**src/rtl/atilt_sqrt_pipe.sv**
```systemverilog
// pipelined integer square root, one result bit per stage
`timescale 1ns / 1ps
module atilt_sqrt_pipe #(
	parameter int NW = 48,
	parameter int SW = 1
) (
	input  logic            clk,
	input  logic            arst_n,
	input  logic            en,
	input  logic            vld_in,
	input  logic [NW-1:0]   n_in,
	input  logic [SW-1:0]   side_in,
	output logic            vld_out,
	output logic [NW/2-1:0] root_out,
	output logic [SW-1:0]   side_out
);
	localparam int RW   = NW / 2;
	localparam int REMW = RW + 3;

	logic [NW-1:0]   n_s    [RW];
	logic [REMW-1:0] rem_s  [RW];
	logic [RW-1:0]   root_s [RW];
	logic [SW-1:0]   side_s [RW];
	logic            vld_s  [RW];

	for (genvar k = 0; k < RW; k++) begin : g_stage
		logic [NW-1:0]   p_n;
		logic [REMW-1:0] p_rem;
		logic [RW-1:0]   p_root;
		logic [SW-1:0]   p_side;
		logic            p_vld;
		logic [REMW-1:0] rem_t;
		logic [REMW-1:0] trial;
		logic            ge;

		if (k == 0) begin : g_first
			assign p_n    = n_in;
			assign p_rem  = '0;
			assign p_root = '0;
			assign p_side = side_in;
			assign p_vld  = vld_in;
		end else begin : g_next
			assign p_n    = n_s[k-1];
			assign p_rem  = rem_s[k-1];
			assign p_root = root_s[k-1];
			assign p_side = side_s[k-1];
			assign p_vld  = vld_s[k-1];
		end

		assign rem_t = {p_rem[REMW-3:0], p_n[NW-1 -: 2]};
		assign trial = {1'b0, p_root, 2'b01};
		assign ge    = rem_t >= trial;

		always_ff @(posedge clk or negedge arst_n) begin
			if (!arst_n) begin
				vld_s[k] <= 1'b0;
			end else if (en) begin
				vld_s[k] <= p_vld;
			end
		end

		always_ff @(posedge clk) begin
			if (en) begin
				n_s[k]    <= {p_n[NW-3:0], 2'b00};
				rem_s[k]  <= ge ? rem_t - trial : rem_t;
				root_s[k] <= {p_root[RW-2:0], ge};
				side_s[k] <= p_side;
			end
		end
	end

	assign vld_out  = vld_s[RW-1];
	assign root_out = root_s[RW-1];
	assign side_out = side_s[RW-1];
endmodule

```
**config.mk**
```make
export PLATFORM = sky130hd
export DESIGN_NAME = atilt_sqrt_pipe
export DESIGN_NICKNAME = d
export VERILOG_FILES = /design/src/rtl/atilt_sqrt_pipe.sv
export SDC_FILE = /design/constraint.sdc
export NUM_CORES = 2
export LEC_CHECK = 0
export BUFFER_PORTS_ARGS = -buffer_cell sky130_fd_sc_hd__buf_2
export CAP_MARGIN = 30
export CORE_MARGIN = 4
export CORE_UTILIZATION = 55
export DETAILED_ROUTE_END_ITERATION = 8
export GPL_TIMING_DRIVEN = 0
export HOLD_SLACK_MARGIN = 0.03
export PLACE_DENSITY = 0.77
export SLEW_MARGIN = 30
export SYNTH_ARGS = -nofsm -noshare
export SYNTH_HDL_FRONTEND = slang
export SYNTH_SLANG_ARGS = --single-unit
```
**constraint.sdc**
```tcl
create_clock -name clk -period 5.8 [get_ports clk]
set_input_delay 0.29 -clock clk [delete_from_list [all_inputs] [get_ports clk]]
set_output_delay 0.29 -clock clk [all_outputs]
set_load 0.01 [all_outputs]
```
## Yosys cells after proc, flatten, opt, wreduce, memory -nomap -nowiden

Memories as Yosys holds them, arrays and structs flattened.
Index checks and enable logic that the tools add are counted.
Widths: inputs -> output; s select.

- RAM bits: 2,352
- Memories kept: 4
- Register bits: 24
- Output and inout bits: 26
- Word-level logic and storage cells: 102

Memory list:

| name | words | width | rd ports | clocked after Yosys merged registers in | wr ports | line | RTL |
|---|---|---|---|---|---|---|---|
| n_s | 24 | 46 | 23 | 0 | 24 | 20 | `logic [NW-1:0] n_s [RW];` |
| rem_s | 24 | 27 | 23 | 0 | 24 | 21 | `logic [REMW-1:0] rem_s [RW];` |
| root_s | 24 | 24 | 24 | 0 | 24 | 22 | `logic [RW-1:0] root_s [RW];` |
| side_s | 24 | 1 | 24 | 0 | 24 | 23 | `logic [SW-1:0] side_s [RW];` |

- $lt $le $gt $ge: 24
- Mux-type cells: 26
- $add $sub $neg: 24

Operators by type and width:

| cell | count |
|---|---|
| $mux 27 | 24 |
| $ge 27x26->1 | 23 |
| $sub 27x26->27 | 23 |
| $sub 2x1->3 const B | 1 |
| $ge 2x1->1 const B | 1 |
| $mux 1 | 2 |

## Depth between registers and ports, before layout

An unclocked memory read counts as a cell.

- Depth in word-level cells: 3
- Mapped depth: 14
- Depth with buffers taken out: 12

## Worst setup path before layout

OpenSTA, ideal clock, no wires.

- Path kind: reg-to-reg
- Start point: mem rem_s[2][108] (netlist name)
- End point: mem rem_s[2][159] (netlist name), data pin
- Stages on the path, launching flop included: 11
- Setup time: 0.260 ns
- Slack: 2.777 ns
- Clock period less this slack: 3.023 ns
- Path buffers: 0
- Data arrival time: 2.764 ns
- Cells stage by stage: edfxtp_1 -> ha_1 -> nor2b_1 -> o21a_1 -> o21ai_0 -> a211oi_1 -> o311ai_0 -> a21oi_1 -> a211o_1 -> a211oi_1 -> mux2_2

RTL lines:

| element | line |
|---|---|
| start: declaration | 21 |

==> reports/qor.yml <==
crit_required_ps: 6290
reg2regPathDepth: 10
layout_setup_ws_ps: 1581
h-tree-depth: 4
ys_warn_count: 0
postSynthAreaPerCell_um2: 13.33
avgViaCountPerCell: 5.540
drv_cap: 0
ys.flop_type: "edfxtp_1"
critPathArrivalTime_ps: 4710
dieArea_um2: 125200
fill_cells: 8612
netlist_area_um2: 65760
synth_common_cells: "1418 x edfxtp_1, 402 x inv_1, 325 x ha_1, 321 x nand2_1, 297 x nor2_1"
gp_routability_congestion: 0.8956
cp_num_cells: 10
die_w_um: 353.8
ys_types: 89
path_max_fanout: 7
fmaxAchievable_ghz: 0.2370
hold_viol: 0
cts_root_buf: "clkbuf_16"
clock_latency_ps: 770
final.setup.tns_ps: 0
num_rows: 126
n_antenna_cell: 0
async_reset_ff_share_pct: 1.664
fin_skew_ps: 39.86
synth-seq-cells: 1442
syn_inst: 4932
grt_usage_pct: 19.01
ir_drop_mv: 0.3426
leakagePower_nw: 28.33
ys_seq_area_share_pct: 65.66
post-place-cells: 6621
synthMostInstantiatedCell: "edfxtp_1"
grt_pass1_vias: 37830
end_kind: "flop"
status: "complete, no violations"
setup_violations: 0
period_minus_slack_ps: 4219
layout.nets: 5603
slowest_delay_ps: 620
cts_resized: 0
cp_top_family: "compound AO/OA/AOI/OAI gates"
first_pass_iters: 5
antenna_found_initial: 1
synth_edf_count: 1418
crit_chain: "ha_1, o21ai_1, a22oi_1, a41oi_1, o221ai_1, a221o_1, and2_1, nor3_2, inv_1, mux2_2"
pre_cts_slack_ps: 1554
routedWlPerCell_um: 17.16
crit_slowest_cell: "nor3_2"
drv_slew: 0
synth_nets: 5310
powerDensity_nw_per_um2: 378.3
drc_errors: 0
initial_core_util_pct: 55.54
cts_tree: "yes"
grt_max_degree: 143
die_y_um: 353.8
postCtsSetupBuffers: 0
hold_class: "input pin to flop"
io_buffers: 78
synth_top_area_share_pct: 64.75
drt_iter0_markers: 3035
worst_pin_slew_ps: 812.1
syn_to_final_growth_pct: 12.02
clk_pin_slew_ps: 70
synth.area.top_cells: "edfxtp_1 65%, ha_1 6.2%, xor2_1 2.8%"
hold_path_depth: 2
drtAntennaViolNets: 0
layout-drive-gt1-share_pct: 7.810
synth_largest_area_cell: "edfxtp_1"
fin_cells: 6939
cts_buffer_depth: 3
critPathKind: "flop to flop"
io_pins: 79
ctsHoldBuffers: 55
vias: 38440
numCtsBuffers: 147
hpwl_mm: 82.41
post-route-period-util_pct: 72.74
cts.sinks: 1442
grt_pass1_wl_mm: 192.6
drt_wl_total_mm: 119.0
maxSlewHeadroom_pct: 45.44
overflow: 0
path_buf_inv: 1
hold_slack_ps: 229.0
startpoint_type: "flop"
core_um2: 118400
rsz0062_at_grt: "false"
[report_power, final]
| group | internal (mW) | leakage (nW) | total, mW | switching [mW] |
|---|---|---|---|---|
| combinational | 2.20 | 12.2 | 5.05 | 2.85 |
| sequential | 13.1 | 13.9 | 13.9 | 0.767 |
| clock | 5.07 | 2.24 | 8.96 | 3.89 |
[metrics by stage]
step / power (mW) / utilization [%] / area [um^2]
3_5_place_dp: 19.00 / 57.83 / 68470
4_1_cts: 28.09 / 62.21 / 73660
3_3_place_gp: 19.25 / 57.57 / 68160
2_1_floorplan: 17.51 / - / 65760
6_report: 27.87 / 62.22 / 73670
5_1_grt: 29.34 / 62.22 / 73670
[placed cells by master (no fill, tap or decap), types with 60 or more instances in the layout]
| cell type | synthesis | routed |
|---|---|---|
| a21o_1 | 119 | 119 |
| a21oi_1 | 267 | 267 |
| buf_2 | 9 | 86 |
| clkbuf_1 | 67 | 102 |
| clkbuf_16 | 0 | 147 |
| edfxtp_1 | 1418 | 1418 |
| ha_1 | 325 | 325 |
| inv_1 | 402 | 402 |
| mux2_2 | 71 | 71 |
| nand2_1 | 321 | 321 |
| nand2b_1 | 60 | 60 |
| nand3_1 | 84 | 84 |
| nor2_1 | 297 | 297 |
| nor3_1 | 120 | 119 |
| nor4_1 | 65 | 65 |
| o21a_1 | 83 | 83 |
| o21ai_0 | 235 | 235 |
| xnor2_1 | 211 | 211 |
| xor2_1 | 212 | 212 |
[logic make-up (layout without fill, tap and decap cells)]
family,Yosys count,after routing,share of synthesized area (%)
compound gates,935,935,8.940
xor+xnor,423,423,5.634
fa+ha+maj,325,325,6.183
buf+inv,488,895,2.814
flops,1442,1442,65.66
mux,77,77,1.307
other cells,1,1,0.005702
simple gates,1241,1241,9.454
[path summary, 6_finish.rpt]
| path | from | endpoint | slack, ps |
|---|---|---|---|
| max | rem_s[2][27]$_DFFE_PP_ | rem_s[2][66]$_DFFE_PP_ | 1580 |
| min | n_in[14] | n_s[0][14]$_DFFE_PP_ | 230 |
| max reg2reg | rem_s[2][27]$_DFFE_PP_ | rem_s[2][66]$_DFFE_PP_ | 1580 |
| min reg2reg | n_s[1][360]$_DFFE_PP_ | n_s[2][40]$_DFFE_PP_ | 410 |
| max in group asynchronous | arst_n | g_stage[19].p_vld$_DFFE_PN0P_ | 5100 |
| min in group asynchronous | arst_n | g_stage[1].p_vld$_DFFE_PN0P_ | 540 |
[flip-flops by register name (all words and copies together), names as in the netlist]
| signal | flops |
|---|---|
| rem_s | 542 |
| vld_out | 1 |
| g_stage.p_vld | 23 |
| n_s | 552 |
| side_s | 24 |
| root_s | 300 |
[final cells by class]
class / count / area, um^2 / area share [%]
inverters: 403 / 1513 / 2.053
well taps: 1600 / 2002 / 2.718
plain buffers: 85 / 337.8 / 0.4586
multi-input cells: 3002 / 20740 / 28.15
clock buffers: 185 / 3851 / 5.228
clock inverters: 78 / 772.0 / 1.048
flip-flops and latches: 1442 / 43180 / 58.62
repair buffers: 144 / 1269 / 1.722
[layer usage]
layer	global-route usage [%]	wire length, um
met1	23.83	49540
met2	33.08	59630
met3	2.808	5489
met4	8.087	4359
met5	0	16
Power figures use the tool's default switching activity.
